## src/hw/rtl/iirtdf_pkg.sv

```systemverilog
`default_nettype none

package iirtdf_pkg;

  localparam int SAMPLE_W     = 16;
  localparam int COEF_W       = 18;
  localparam int PROD_W       = SAMPLE_W + COEF_W;
  localparam int DLY_W        = 40;
  localparam int ACC_W        = DLY_W + 2;
  localparam int FRAC         = 14;
  localparam int YSH_W        = ACC_W - FRAC;
  localparam int NUM_COEF     = 7;
  localparam int NUM_DLY      = 3;
  localparam int CFG_IDX_W    = 3;
  localparam int TAPS_DEFAULT = 4;
  localparam int PC_W         = 4;

  // register indexes, also the multiplier coefficient select
  localparam logic [CFG_IDX_W-1:0] REG_B0 = 3'd0;
  localparam logic [CFG_IDX_W-1:0] REG_B1 = 3'd1;
  localparam logic [CFG_IDX_W-1:0] REG_B2 = 3'd2;
  localparam logic [CFG_IDX_W-1:0] REG_B3 = 3'd3;
  localparam logic [CFG_IDX_W-1:0] REG_A1 = 3'd4;
  localparam logic [CFG_IDX_W-1:0] REG_A2 = 3'd5;
  localparam logic [CFG_IDX_W-1:0] REG_A3 = 3'd6;

  localparam logic signed [COEF_W-1:0] COEF_ONE = 18'sd16384;

  // accumulator operations
  localparam logic [1:0] ACC_NOP = 2'd0;
  localparam logic [1:0] ACC_OUT = 2'd1;  // acc = prod + d0 + half lsb
  localparam logic [1:0] ACC_DLY = 2'd2;  // acc = prod + d[tap]
  localparam logic [1:0] ACC_WR  = 2'd3;  // d[tap-1] = clamp(acc - prod)

  typedef struct packed {
    logic                 mul_en;
    logic [CFG_IDX_W-1:0] mul_sel;
    logic                 mul_y;
    logic [1:0]           acc_op;
    logic [1:0]           tap;
    logic                 y_ld;
    logic                 fin_last;
    logic                 fin;
  } ctrl_t;

  typedef struct packed {
    logic  en;
    ctrl_t ctrl;
  } step_t;

  function automatic ctrl_t uop(logic mul_en, logic [CFG_IDX_W-1:0] mul_sel, logic mul_y,
                                logic [1:0] acc_op, logic [1:0] tap, logic y_ld,
                                logic fin_last, logic fin);
    ctrl_t c;
    c.mul_en   = mul_en;
    c.mul_sel  = mul_sel;
    c.mul_y    = mul_y;
    c.acc_op   = acc_op;
    c.tap      = tap;
    c.y_ld     = y_ld;
    c.fin_last = fin_last;
    c.fin      = fin;
    return c;
  endfunction

  // microprogram; fin_last ends the item when tap is the last one
  function automatic ctrl_t prog_rom(logic [PC_W-1:0] pc);
    ctrl_t c;
    case (pc)
      4'd0:    c = uop(1'b1, REG_B0, 1'b0, ACC_NOP, 2'd0, 1'b0, 1'b0, 1'b0);
      4'd1:    c = uop(1'b0, REG_B0, 1'b0, ACC_OUT, 2'd0, 1'b0, 1'b0, 1'b0);
      4'd2:    c = uop(1'b1, REG_B1, 1'b0, ACC_NOP, 2'd0, 1'b1, 1'b0, 1'b0);
      4'd3:    c = uop(1'b1, REG_A1, 1'b1, ACC_DLY, 2'd1, 1'b0, 1'b0, 1'b0);
      4'd4:    c = uop(1'b1, REG_B2, 1'b0, ACC_WR,  2'd1, 1'b0, 1'b1, 1'b0);
      4'd5:    c = uop(1'b1, REG_A2, 1'b1, ACC_DLY, 2'd2, 1'b0, 1'b0, 1'b0);
      4'd6:    c = uop(1'b1, REG_B3, 1'b0, ACC_WR,  2'd2, 1'b0, 1'b1, 1'b0);
      4'd7:    c = uop(1'b1, REG_A3, 1'b1, ACC_DLY, 2'd3, 1'b0, 1'b0, 1'b0);
      4'd8:    c = uop(1'b0, REG_B0, 1'b0, ACC_WR,  2'd3, 1'b0, 1'b0, 1'b1);
      default: c = uop(1'b0, REG_B0, 1'b0, ACC_NOP, 2'd0, 1'b0, 1'b0, 1'b1);
    endcase
    return c;
  endfunction

endpackage

`default_nettype wire

```

## src/hw/rtl/iirtdf_in_if.sv

```systemverilog
`default_nettype none

interface iirtdf_in_if;
  logic                                    valid;
  logic                                    ready;
  logic signed [iirtdf_pkg::SAMPLE_W-1:0] sample_in;

  modport source (output valid, output sample_in, input ready);
  modport sink   (input valid, input sample_in, output ready);
endinterface

`default_nettype wire

```

## src/hw/rtl/iirtdf_out_if.sv

```systemverilog
`default_nettype none

interface iirtdf_out_if;
  logic                                    valid;
  logic                                    ready;
  logic signed [iirtdf_pkg::SAMPLE_W-1:0] sample_out;
  logic                                    clipped;

  modport source (output valid, output sample_out, output clipped, input ready);
  modport sink   (input valid, input sample_out, input clipped, output ready);
endinterface

`default_nettype wire

```

## src/hw/rtl/iirtdf_cfg_if.sv

```systemverilog
`default_nettype none

interface iirtdf_cfg_if;
  logic                                    valid;
  logic                                    ready;
  logic [iirtdf_pkg::CFG_IDX_W-1:0]        index;
  logic signed [iirtdf_pkg::COEF_W-1:0]   wdata;

  modport source (output valid, output index, output wdata, input ready);
  modport sink   (input valid, input index, input wdata, output ready);
endinterface

`default_nettype wire

```

## src/hw/rtl/iirtdf_seq.sv

```systemverilog
`default_nettype none

module iirtdf_seq #(
  parameter int TAPS = iirtdf_pkg::TAPS_DEFAULT
) (
  input  wire logic              clk,
  input  wire logic              rst_n,
  input  wire logic              start,
  input  wire logic              out_free,
  output iirtdf_pkg::step_t      step,
  output logic                   busy,
  output logic                   done
);

  logic                          busy_r, busy_nxt;
  logic [iirtdf_pkg::PC_W-1:0]   pc_r, pc_nxt;
  iirtdf_pkg::ctrl_t             ctrl_w;
  logic                          is_end;

  assign ctrl_w = iirtdf_pkg::prog_rom(pc_r);
  assign is_end = ctrl_w.fin || (ctrl_w.fin_last && (ctrl_w.tap == 2'(TAPS - 1)));

  // final step waits until the output register can take the result
  assign step.ctrl = ctrl_w;
  assign step.en   = busy_r && !(is_end && !out_free);
  assign done      = step.en && is_end;
  assign busy      = busy_r;

  always_comb begin
    busy_nxt = busy_r;
    pc_nxt   = pc_r;
    if (start) begin
      busy_nxt = 1'b1;
      pc_nxt   = '0;
    end else if (done) begin
      busy_nxt = 1'b0;
    end else if (step.en) begin
      pc_nxt = pc_r + 1'b1;
    end
  end

  always_ff @(posedge clk) begin
    if (!rst_n) begin
      busy_r <= 1'b0;
      pc_r   <= '0;
    end else begin
      busy_r <= busy_nxt;
      pc_r   <= pc_nxt;
    end
  end

endmodule

`default_nettype wire

```

## src/hw/rtl/iirtdf_dp.sv

```systemverilog
`default_nettype none

module iirtdf_dp #(
  parameter int TAPS = iirtdf_pkg::TAPS_DEFAULT
) (
  input  wire logic                                    clk,
  input  wire logic                                    rst_n,
  input  wire logic                                    load,
  input  wire logic signed [iirtdf_pkg::SAMPLE_W-1:0] sample_in,
  input  wire logic                                    cfg_we,
  input  wire logic [iirtdf_pkg::CFG_IDX_W-1:0]        cfg_idx,
  input  wire logic signed [iirtdf_pkg::COEF_W-1:0]   cfg_data,
  input  iirtdf_pkg::step_t                            step,
  output logic signed [iirtdf_pkg::SAMPLE_W-1:0]      y,
  output logic                                         clip
);

  localparam int SW = iirtdf_pkg::SAMPLE_W;
  localparam int CW = iirtdf_pkg::COEF_W;
  localparam int PW = iirtdf_pkg::PROD_W;
  localparam int DW = iirtdf_pkg::DLY_W;
  localparam int AW = iirtdf_pkg::ACC_W;
  localparam int YW = iirtdf_pkg::YSH_W;
  localparam int IW = iirtdf_pkg::CFG_IDX_W;

  localparam logic signed [AW-1:0] RND     = AW'(1) <<< (iirtdf_pkg::FRAC - 1);
  localparam logic signed [AW-1:0] DLY_MAX = (AW'(1) <<< (DW - 1)) - AW'(1);
  localparam logic signed [AW-1:0] DLY_MIN = -(AW'(1) <<< (DW - 1));
  localparam logic signed [YW-1:0] Y_MAX   = (YW'(1) <<< (SW - 1)) - YW'(1);
  localparam logic signed [YW-1:0] Y_MIN   = -(YW'(1) <<< (SW - 1));

  logic signed [CW-1:0] coef_r [iirtdf_pkg::NUM_COEF];
  logic signed [DW-1:0] dly_r  [iirtdf_pkg::NUM_DLY];
  logic signed [SW-1:0] x_r;
  logic signed [SW-1:0] y_r;
  logic                 clip_r;
  logic signed [PW-1:0] prod_r;
  logic signed [AW-1:0] acc_r;

  logic signed [CW-1:0] coef_rd;
  logic signed [SW-1:0] mul_op;
  logic signed [DW-1:0] dly_rd;
  logic signed [DW-1:0] dly_sel;
  logic signed [AW-1:0] diff;
  logic signed [DW-1:0] dly_clamp;
  logic signed [YW-1:0] ysh;
  logic [1:0]           wr_idx;
  iirtdf_pkg::ctrl_t    c;

  assign c = step.ctrl;

  always_comb begin
    case (c.mul_sel)
      iirtdf_pkg::REG_B0: coef_rd = coef_r[0];
      iirtdf_pkg::REG_B1: coef_rd = coef_r[1];
      iirtdf_pkg::REG_B2: coef_rd = coef_r[2];
      iirtdf_pkg::REG_B3: coef_rd = coef_r[3];
      iirtdf_pkg::REG_A1: coef_rd = coef_r[4];
      iirtdf_pkg::REG_A2: coef_rd = coef_r[5];
      iirtdf_pkg::REG_A3: coef_rd = coef_r[6];
      default:            coef_rd = '0;
    endcase
  end

  always_comb begin
    case (c.tap)
      2'd0:    dly_rd = dly_r[0];
      2'd1:    dly_rd = dly_r[1];
      2'd2:    dly_rd = dly_r[2];
      default: dly_rd = '0;
    endcase
  end

  // the last delay tap has no successor
  assign dly_sel   = (c.tap >= 2'(TAPS - 1)) ? '0 : dly_rd;
  assign mul_op    = c.mul_y ? y_r : x_r;
  assign diff      = acc_r - AW'(prod_r);
  assign dly_clamp = (diff > DLY_MAX) ? DW'(DLY_MAX) :
                     (diff < DLY_MIN) ? DW'(DLY_MIN) : DW'(diff);
  assign ysh       = YW'(acc_r >>> iirtdf_pkg::FRAC);
  assign wr_idx    = c.tap - 2'd1;

  assign y    = y_r;
  assign clip = clip_r;

  always_ff @(posedge clk) begin
    if (!rst_n) begin
      coef_r[0] <= iirtdf_pkg::COEF_ONE;
      for (int i = 1; i < iirtdf_pkg::NUM_COEF; i++) begin
        coef_r[i] <= '0;
      end
      for (int i = 0; i < iirtdf_pkg::NUM_DLY; i++) begin
        dly_r[i] <= '0;
      end
    end else begin
      if (cfg_we && (cfg_idx < IW'(iirtdf_pkg::NUM_COEF))) begin
        coef_r[cfg_idx] <= cfg_data;
      end
      if (step.en && (c.acc_op == iirtdf_pkg::ACC_WR)) begin
        dly_r[wr_idx] <= dly_clamp;
      end
    end
  end

  always_ff @(posedge clk) begin
    if (load) begin
      x_r <= sample_in;
    end
    if (step.en) begin
      if (c.mul_en) begin
        prod_r <= PW'(coef_rd * mul_op);
      end
      case (c.acc_op)
        iirtdf_pkg::ACC_OUT: acc_r <= AW'(prod_r) + AW'(dly_r[0]) + RND;
        iirtdf_pkg::ACC_DLY: acc_r <= AW'(prod_r) + AW'(dly_sel);
        default:             acc_r <= acc_r;
      endcase
      if (c.y_ld) begin
        if (ysh > Y_MAX) begin
          y_r    <= SW'(Y_MAX);
          clip_r <= 1'b1;
        end else if (ysh < Y_MIN) begin
          y_r    <= SW'(Y_MIN);
          clip_r <= 1'b1;
        end else begin
          y_r    <= SW'(ysh);
          clip_r <= 1'b0;
        end
      end
    end
  end

endmodule

`default_nettype wire

```

## src/hw/rtl/iir_filter_transposed_df2_core.sv

```systemverilog
`default_nettype none

// Third-order (TAPS coefficients per side) IIR filter, transposed direct form II.
// Channels: in_chan carries one signed 16-bit sample per item; out_chan returns
// one item per input with the rounded, saturated sample and a clipped flag;
// cfg_chan writes coefficient registers 0..6 (b0..b3, a1..a3, signed Q3.14).
// cfg_chan is always ready; write only while the filter is idle.
// Each item runs a microprogram on one 18x16 multiplier and one accumulator:
// 2*TAPS+1 steps. in_chan.ready rises the cycle after the last step, so a new
// item is accepted only once the previous one is through; its steps share the
// multiplier and the single delay-line write port.
// A finished result sits in the output register while the next item is taken.
// If out_chan stalls, the next item halts at its final step until the output
// register frees up, and no further item is accepted meanwhile.
// Reset (rst_n low, synchronous) clears the delay line, sets b0 = 1.0 and all
// other coefficients to zero, and empties the output register.
module iir_filter_transposed_df2_core #(
  parameter int TAPS = iirtdf_pkg::TAPS_DEFAULT
) (
  input  wire logic     clk,
  input  wire logic     rst_n,
  iirtdf_in_if.sink     in_chan,
  iirtdf_out_if.source  out_chan,
  iirtdf_cfg_if.sink    cfg_chan
);

  localparam int SW = iirtdf_pkg::SAMPLE_W;

  iirtdf_pkg::step_t     step;
  logic                  busy;
  logic                  done;
  logic                  start;
  logic                  out_free;
  logic signed [SW-1:0]  y;
  logic                  clip;

  logic                  out_valid_r, out_valid_nxt;
  logic signed [SW-1:0]  out_sample_r;
  logic                  out_clip_r;

  assign in_chan.ready  = !busy;
  assign start          = in_chan.valid && !busy;
  assign cfg_chan.ready = 1'b1;
  assign out_free       = !out_valid_r || out_chan.ready;

  iirtdf_seq #(.TAPS(TAPS)) u_seq (
    .clk      (clk),
    .rst_n    (rst_n),
    .start    (start),
    .out_free (out_free),
    .step     (step),
    .busy     (busy),
    .done     (done)
  );

  iirtdf_dp #(.TAPS(TAPS)) u_dp (
    .clk       (clk),
    .rst_n     (rst_n),
    .load      (start),
    .sample_in (in_chan.sample_in),
    .cfg_we    (cfg_chan.valid),
    .cfg_idx   (cfg_chan.index),
    .cfg_data  (cfg_chan.wdata),
    .step      (step),
    .y         (y),
    .clip      (clip)
  );

  always_comb begin
    out_valid_nxt = out_valid_r;
    if (done) begin
      out_valid_nxt = 1'b1;
    end else if (out_chan.ready) begin
      out_valid_nxt = 1'b0;
    end
  end

  always_ff @(posedge clk) begin
    if (!rst_n) begin
      out_valid_r <= 1'b0;
    end else begin
      out_valid_r <= out_valid_nxt;
    end
  end

  always_ff @(posedge clk) begin
    if (done) begin
      out_sample_r <= y;
      out_clip_r   <= clip;
    end
  end

  assign out_chan.valid      = out_valid_r;
  assign out_chan.sample_out = out_sample_r;
  assign out_chan.clipped    = out_clip_r;

`ifndef SYNTHESIS
  a_busy_after_accept: assert property (@(posedge clk) disable iff (!rst_n)
    start |=> busy)
    else $error("filter not busy after accepting an item");

  a_done_needs_room: assert property (@(posedge clk) disable iff (!rst_n)
    done |-> out_free)
    else $error("result finished into an occupied output register");

  a_done_gives_valid: assert property (@(posedge clk) disable iff (!rst_n)
    done |=> out_valid_r && !busy)
    else $error("finished item not presented or sequencer still busy");

  a_done_only_busy: assert property (@(posedge clk) disable iff (!rst_n)
    done |-> busy && !start)
    else $error("sequencer finished while idle");
`endif

endmodule

`default_nettype wire
```

## src/flat_wrapper.sv

```systemverilog
// flat-port wrapper written by rule: the top's interface ports become plain ports
module iir_filter_transposed_df2_core_flat 
#(
  parameter int TAPS = iirtdf_pkg::TAPS_DEFAULT
)
  (clk, rst_n, in_chan_valid, in_chan_sample_in, in_chan_ready, out_chan_valid, out_chan_sample_out, out_chan_clipped, out_chan_ready, cfg_chan_valid, cfg_chan_index, cfg_chan_wdata, cfg_chan_ready);
  iirtdf_in_if in_chan_i ();
  iirtdf_out_if out_chan_i ();
  iirtdf_cfg_if cfg_chan_i ();
  input  wire logic clk;
  input  wire logic rst_n;
  input wire logic [$bits(in_chan_i.valid)-1:0] in_chan_valid;
  input wire logic [$bits(in_chan_i.sample_in)-1:0] in_chan_sample_in;
  output wire logic [$bits(in_chan_i.ready)-1:0] in_chan_ready;
  output wire logic [$bits(out_chan_i.valid)-1:0] out_chan_valid;
  output wire logic [$bits(out_chan_i.sample_out)-1:0] out_chan_sample_out;
  output wire logic [$bits(out_chan_i.clipped)-1:0] out_chan_clipped;
  input wire logic [$bits(out_chan_i.ready)-1:0] out_chan_ready;
  input wire logic [$bits(cfg_chan_i.valid)-1:0] cfg_chan_valid;
  input wire logic [$bits(cfg_chan_i.index)-1:0] cfg_chan_index;
  input wire logic [$bits(cfg_chan_i.wdata)-1:0] cfg_chan_wdata;
  output wire logic [$bits(cfg_chan_i.ready)-1:0] cfg_chan_ready;
  assign in_chan_i.valid = in_chan_valid;
  assign in_chan_i.sample_in = in_chan_sample_in;
  assign in_chan_ready = in_chan_i.ready;
  assign out_chan_valid = out_chan_i.valid;
  assign out_chan_sample_out = out_chan_i.sample_out;
  assign out_chan_clipped = out_chan_i.clipped;
  assign out_chan_i.ready = out_chan_ready;
  assign cfg_chan_i.valid = cfg_chan_valid;
  assign cfg_chan_i.index = cfg_chan_index;
  assign cfg_chan_i.wdata = cfg_chan_wdata;
  assign cfg_chan_ready = cfg_chan_i.ready;
  iir_filter_transposed_df2_core #(.TAPS(TAPS)) u_core (.clk(clk), .rst_n(rst_n), .in_chan(in_chan_i), .out_chan(out_chan_i), .cfg_chan(cfg_chan_i));
endmodule
```

## config.mk

```make
export PLATFORM = sky130hd
export DESIGN_NAME = iir_filter_transposed_df2_core_flat
export DESIGN_NICKNAME = d
export VERILOG_FILES = /design/src/hw/rtl/iirtdf_pkg.sv /design/src/hw/rtl/iirtdf_in_if.sv /design/src/hw/rtl/iirtdf_out_if.sv /design/src/hw/rtl/iirtdf_cfg_if.sv /design/src/hw/rtl/iirtdf_seq.sv /design/src/hw/rtl/iirtdf_dp.sv /design/src/hw/rtl/iir_filter_transposed_df2_core.sv /design/src/flat_wrapper.sv
export SDC_FILE = /design/constraint.sdc
export NUM_CORES = 2
export LEC_CHECK = 0
export BUFFER_PORTS_ARGS = -buffer_cell sky130_fd_sc_hd__buf_2
export CORE_MARGIN = 2
export CORE_UTILIZATION = 35
export CTS_BUF_LIST = sky130_fd_sc_hd__clkbuf_8
export DETAILED_ROUTE_END_ITERATION = 8
export HOLD_SLACK_MARGIN = 0.1
export PLACE_DENSITY = 0.56
export SKIP_LAST_GASP = 1
export SLEW_MARGIN = 20
export SYNTH_ARGS = -nofsm -noshare
export SYNTH_HDL_FRONTEND = slang
export SYNTH_SLANG_ARGS = --single-unit
```

## constraint.sdc

```tcl
create_clock -name clk -period 9.8 [get_ports clk]
set_input_delay 0.98 -clock clk [delete_from_list [all_inputs] [get_ports clk]]
set_output_delay 0.98 -clock clk [all_outputs]
set_load 0.1 [all_outputs]
```

==> impl_summary.log <==
INFO  metric synth_compound_area_share = roughly an eighth
INFO  metric mapped_avg_cell_area = about 10 sq um
INFO  metric start_kind = flip-flop
INFO  metric synth.top_cells.by_area = sky130_fd_sc_hd__edfxtp_1, sky130_fd_sc_hd__fa_1, sky130_fd_sc_hd__ha_1, sky130_fd_sc_hd__inv_1, sky130_fd_sc_hd__nor2_1
INFO  metric area.sequential = approximately 11000 sq um
INFO  metric synth_async_sr_flop_share = 0%
INFO  metric post_layout_nonfiller_instances = roughly 4700
INFO  metric cpMostUsedCell = sky130_fd_sc_hd__fa_1
INFO  metric critPathMaxStageDelay = about 0.80 ns
INFO  metric numCtsBuffers = 71
INFO  metric grt_setup_unrepaired = no
INFO  metric first_global_vias = 25350
INFO  metric fin_skew = 0.06568 ns
INFO  metric max_cap_viol_count = 0
INFO  metric worstSetupStartpoint = u_core.u_seq.ctrl_w[8]$_SDFF_PP0_
INFO  metric period_minus_slack = 8.365 ns
INFO  metric synth_area_leader = sky130_fd_sc_hd__edfxtp_1
INFO  metric post_route_cells_drive_above_1_share = 8.216%
INFO  metric vdd.ir_drop.worst = ~0.00046 V
INFO  metric max-slew-margin-rel = between 20 and 25%
INFO  metric dp_cell_count = 4618
INFO  metric dp_slack = roughly 1.4 ns
INFO  metric ios = 62
INFO  metric post-synth-top-area-fraction = 31.71%
INFO  metric final_design_area_no_fill = between 30000 and 40000 sq um
INFO  metric synth_adder_area_share = between 20% and 30%
INFO  metric finalNetCount = 4016
INFO  metric synthesized_area_fraction_occupied_by_and_or_nand_nor_cells = 11.98%
INFO  metric area.growth.synth_to_final = 9.081%
INFO  metric static-leakage-power = ~16 nW
INFO  metric run_status = finished clean
INFO  metric holdBufCountCts = 0
INFO  metric detailroute.via_count = approximately 25000
INFO  metric routed_wirelength = about 96000 microns
INFO  metric first_pass_iters = 6
INFO  metric synth_edf_count = approximately 350
INFO  metric total_number_of_h_tree_levels = 3
INFO  metric min_path_type = reg -> reg
INFO  metric globalRoute.totalOverflow = 0
INFO  metric yosys.cell_count.top_type = sky130_fd_sc_hd__inv_1
INFO  metric hold_ws = approximately 0.45 ns
INFO  metric ys_top_cells_by_count = sky130_fd_sc_hd__inv_1, sky130_fd_sc_hd__nor2_1, sky130_fd_sc_hd__edfxtp_1
INFO  metric yosysWarningCount = 0
INFO  metric worst-r2r-setup-slack = around 1.4 ns
INFO  metric worst_hold_startpoint = u_core.u_dp.clip$_SDFFCE_PN1P_
INFO  metric syn_inst = 3364
INFO  metric clkSinkCount = roughly 390
INFO  metric ctsLongestPathBuffers = 3
INFO  metric achievable-frequency = roughly 0.12 GHz
INFO  metric grtUsageTotal = between 10% and 20%
INFO  metric setup_violations = 0
INFO  metric r2r.worst_path.cells = 25
INFO  metric required_worst_endpoint = roughly 10 ns
INFO  metric cpMaxStageDelayCell = sky130_fd_sc_hd__dfxtp_2
INFO  metric grt_start_max_net_pins = 52
INFO  metric die_width = 313.5 microns
INFO  metric critPathCaptureType = flip-flop
INFO  metric wire_per_inst = ~20 microns
INFO  metric synth_xor_area_share = under 10%
INFO  metric worst_pin_slew = between 1 and 1.5 ns
INFO  metric startpoint_of_the_worst_slack_reg_to_reg_timing_path = u_core.u_seq.ctrl_w[8]$_SDFF_PP0_
INFO  metric hold_violations = 0
INFO  metric clk_transition_reported_paths = roughly 0.060 ns
INFO  metric largest_family_of_logic_cells_by_synthesized_area = adder cells
INFO  metric critPathTopFamily = adder cells
INFO  metric ys_seq_elements = 389
INFO  metric worst_skew_pair.late_latency = between 0.6 and 0.7 ns
INFO  metric cts_tree = yes
INFO  metric syn_nets = about 4000
INFO  metric multi_input_area = roughly 20000 sq um
INFO  metric synth-seq-area-share = roughly 34%
INFO  metric synthMuxAreaShare = 3.979%
INFO  metric crit_arrival = between 8 and 9 ns
INFO  metric die_height = about 310 microns
INFO  metric mappedNetlistArea = between 30000 and 40000 sq um
INFO  metric post-route-drc-count = 0
INFO  metric yosys.cell_types.count = 83
INFO  metric critical_path_peak_fanout = 28
INFO  metric worst_hold_path.num_cells = 0
INFO  metric dominantRegCellSynth = sky130_fd_sc_hd__edfxtp_1
INFO  metric wp_buf_inv = 5
INFO  metric std_cell_core_area = between 90000 and 100000 sq um
INFO  metric totalNegativeSetupSlack = 0 ns
INFO  metric fillCellCount = 9569
INFO  metric hold-path-endpoint = u_core.out_chan.clipped$_DFFE_PP_
INFO  metric route.detailed.vias_per_inst = 5.177
INFO  metric final_min_period_over_clock_period = approximately 85%
INFO  metric timing_worst_setup_path_type = reg -> reg
INFO  metric rows = ~110
INFO  metric power_per_cell_area = 386.6 nW/um^2
INFO  metric drt_first_iter_violations = 1697
INFO  metric dp_hpwl = 72810 microns
INFO  metric setup_bufs_post_cts = 0
INFO  metric route.antenna.remaining_nets = 0
INFO  metric cts_resized = 0
INFO  metric clock_tree_root_buffer_cell = sky130_fd_sc_hd__clkbuf_8
INFO  metric worst_slack = approximately 1.4 ns
INFO  metric numPortBuffers = 60
INFO  metric regToRegEndpoint = u_core.u_dp.prod_r[30]$_DFFE_PP_
INFO  metric post_place_cell_area = around 35000 sq um
INFO  metric routabilityCongestion = a little over 0.9
INFO  metric initial_antenna_violation_count = 2
INFO  metric wire_length_of_the_first_global_routing_pass = 150500 microns
INFO  metric final-max-slew-violation-count = 0
INFO  metric initial_core_util = a little over a third
INFO  metric die_area = between 90000 and 100000 sq um
-- layer usage --
metal	share of wire (%)	routed length [microns]	vias to the layer above	GRT usage [%]
met3	5.8	5566	172	3.200
met1	45	43730	12070	26.81
met2	46	44250	742	32.57
li1	-	-	11600	-
met5	0	0	-	0
met4	3.0	2886	0	6.090
-- layout make-up --
type / count / share of cell area [%]
Multi-Input combinational cell: 2440 / 55.02
Sequential cell: 389 / 31.01
Tap cell: 1265 / 4.328
Inverter: 417 / 4.280
Clock buffer: 75 / 2.823
Timing Repair Buffer: 107 / 1.786
Clock inverter: 53 / 0.7528
Antenna cell: 1 / 0.006843
-- cell families after synthesis --
family,count (synthesis)
and+or+nand+nor,925
xor gates and xnor gates,147
DFF,389
buffers and inverters,535
muxes,119
other,1
adders and majority gates,548
AOI/OAI and AO/OA,700
-- cell usage in the layout (no fill, tap or decap), types with 83 or more instances in the layout --
| cell type | count |
|---|---|
| sky130_fd_sc_hd__inv_1 | 441 |
| sky130_fd_sc_hd__nor2_1 | 356 |
| sky130_fd_sc_hd__edfxtp_1 | 354 |
| sky130_fd_sc_hd__nand2_1 | 328 |
| sky130_fd_sc_hd__fa_1 | 293 |
| sky130_fd_sc_hd__ha_1 | 254 |
| sky130_fd_sc_hd__o21ai_0 | 231 |
| sky130_fd_sc_hd__a21oi_1 | 156 |
| sky130_fd_sc_hd__mux2i_1 | 85 |
| sky130_fd_sc_hd__xnor2_1 | 83 |
-- power breakdown --
| group | internal [W] | leakage [nW] | switching, W |
|---|---|---|---|
| Sequential | 0.00246 | 3.72 | 0.000140 |
| Combinational | 0.00430 | 11.1 | 0.00576 |
| Clock | 0.000741 | 0.767 | 0.000739 |
| Total | 0.00749 | 15.6 | 0.00664 |
-- metrics by stage --
step | utilization [%] | power [W]
after floorplan | - | 0.01052
after global placement | 37.11 | 0.01257
after detailed placement | 37.11 | 0.01264
after CTS | 38.48 | 0.01421
after global routing | 38.49 | 0.01570
final | 38.49 | 0.01414
-- flip-flops by register name, indices dropped and copies added, names as in the netlist --
| register | count |
|---|---|
| u_core.u_dp.clip | 1 |
| u_core.u_dp.dly_r | 120 |
| u_core.out_chan.sample_out | 16 |
| u_core.u_dp.acc_r | 42 |
| u_core.u_seq.pc_r | 4 |
| u_core.u_seq.busy | 1 |
| u_core.out_chan.valid | 1 |
| u_core.u_dp.coef_r | 126 |
| u_core.u_seq.ctrl_w | 11 |
| u_core.u_dp.x_r | 16 |
| u_core.u_dp.prod_r | 34 |
| u_core.out_chan.clipped | 1 |
| u_core.u_dp.y | 16 |
-- how the worst max path moves through the flow --
| stage | end | slack (ns) | cells past startpoint |
|---|---|---|---|
| floorplan | u_core.u_dp.prod_r[25]$_DFFE_PP_ | 2.04 | 28 |
| global placement | u_core.u_dp.prod_r[30]$_DFFE_PP_ | 1.48 | 25 |
| detailed placement | u_core.u_dp.prod_r[30]$_DFFE_PP_ | 1.42 | 25 |
| CTS | u_core.u_dp.prod_r[30]$_DFFE_PP_ | 1.40 | 25 |
| global route | u_core.u_dp.prod_r[30]$_DFFE_PP_ | 0.86 | 25 |
| finish | u_core.u_dp.prod_r[30]$_DFFE_PP_ | 1.44 | 25 |
Note: power is estimated with default switching activity, not from simulation.
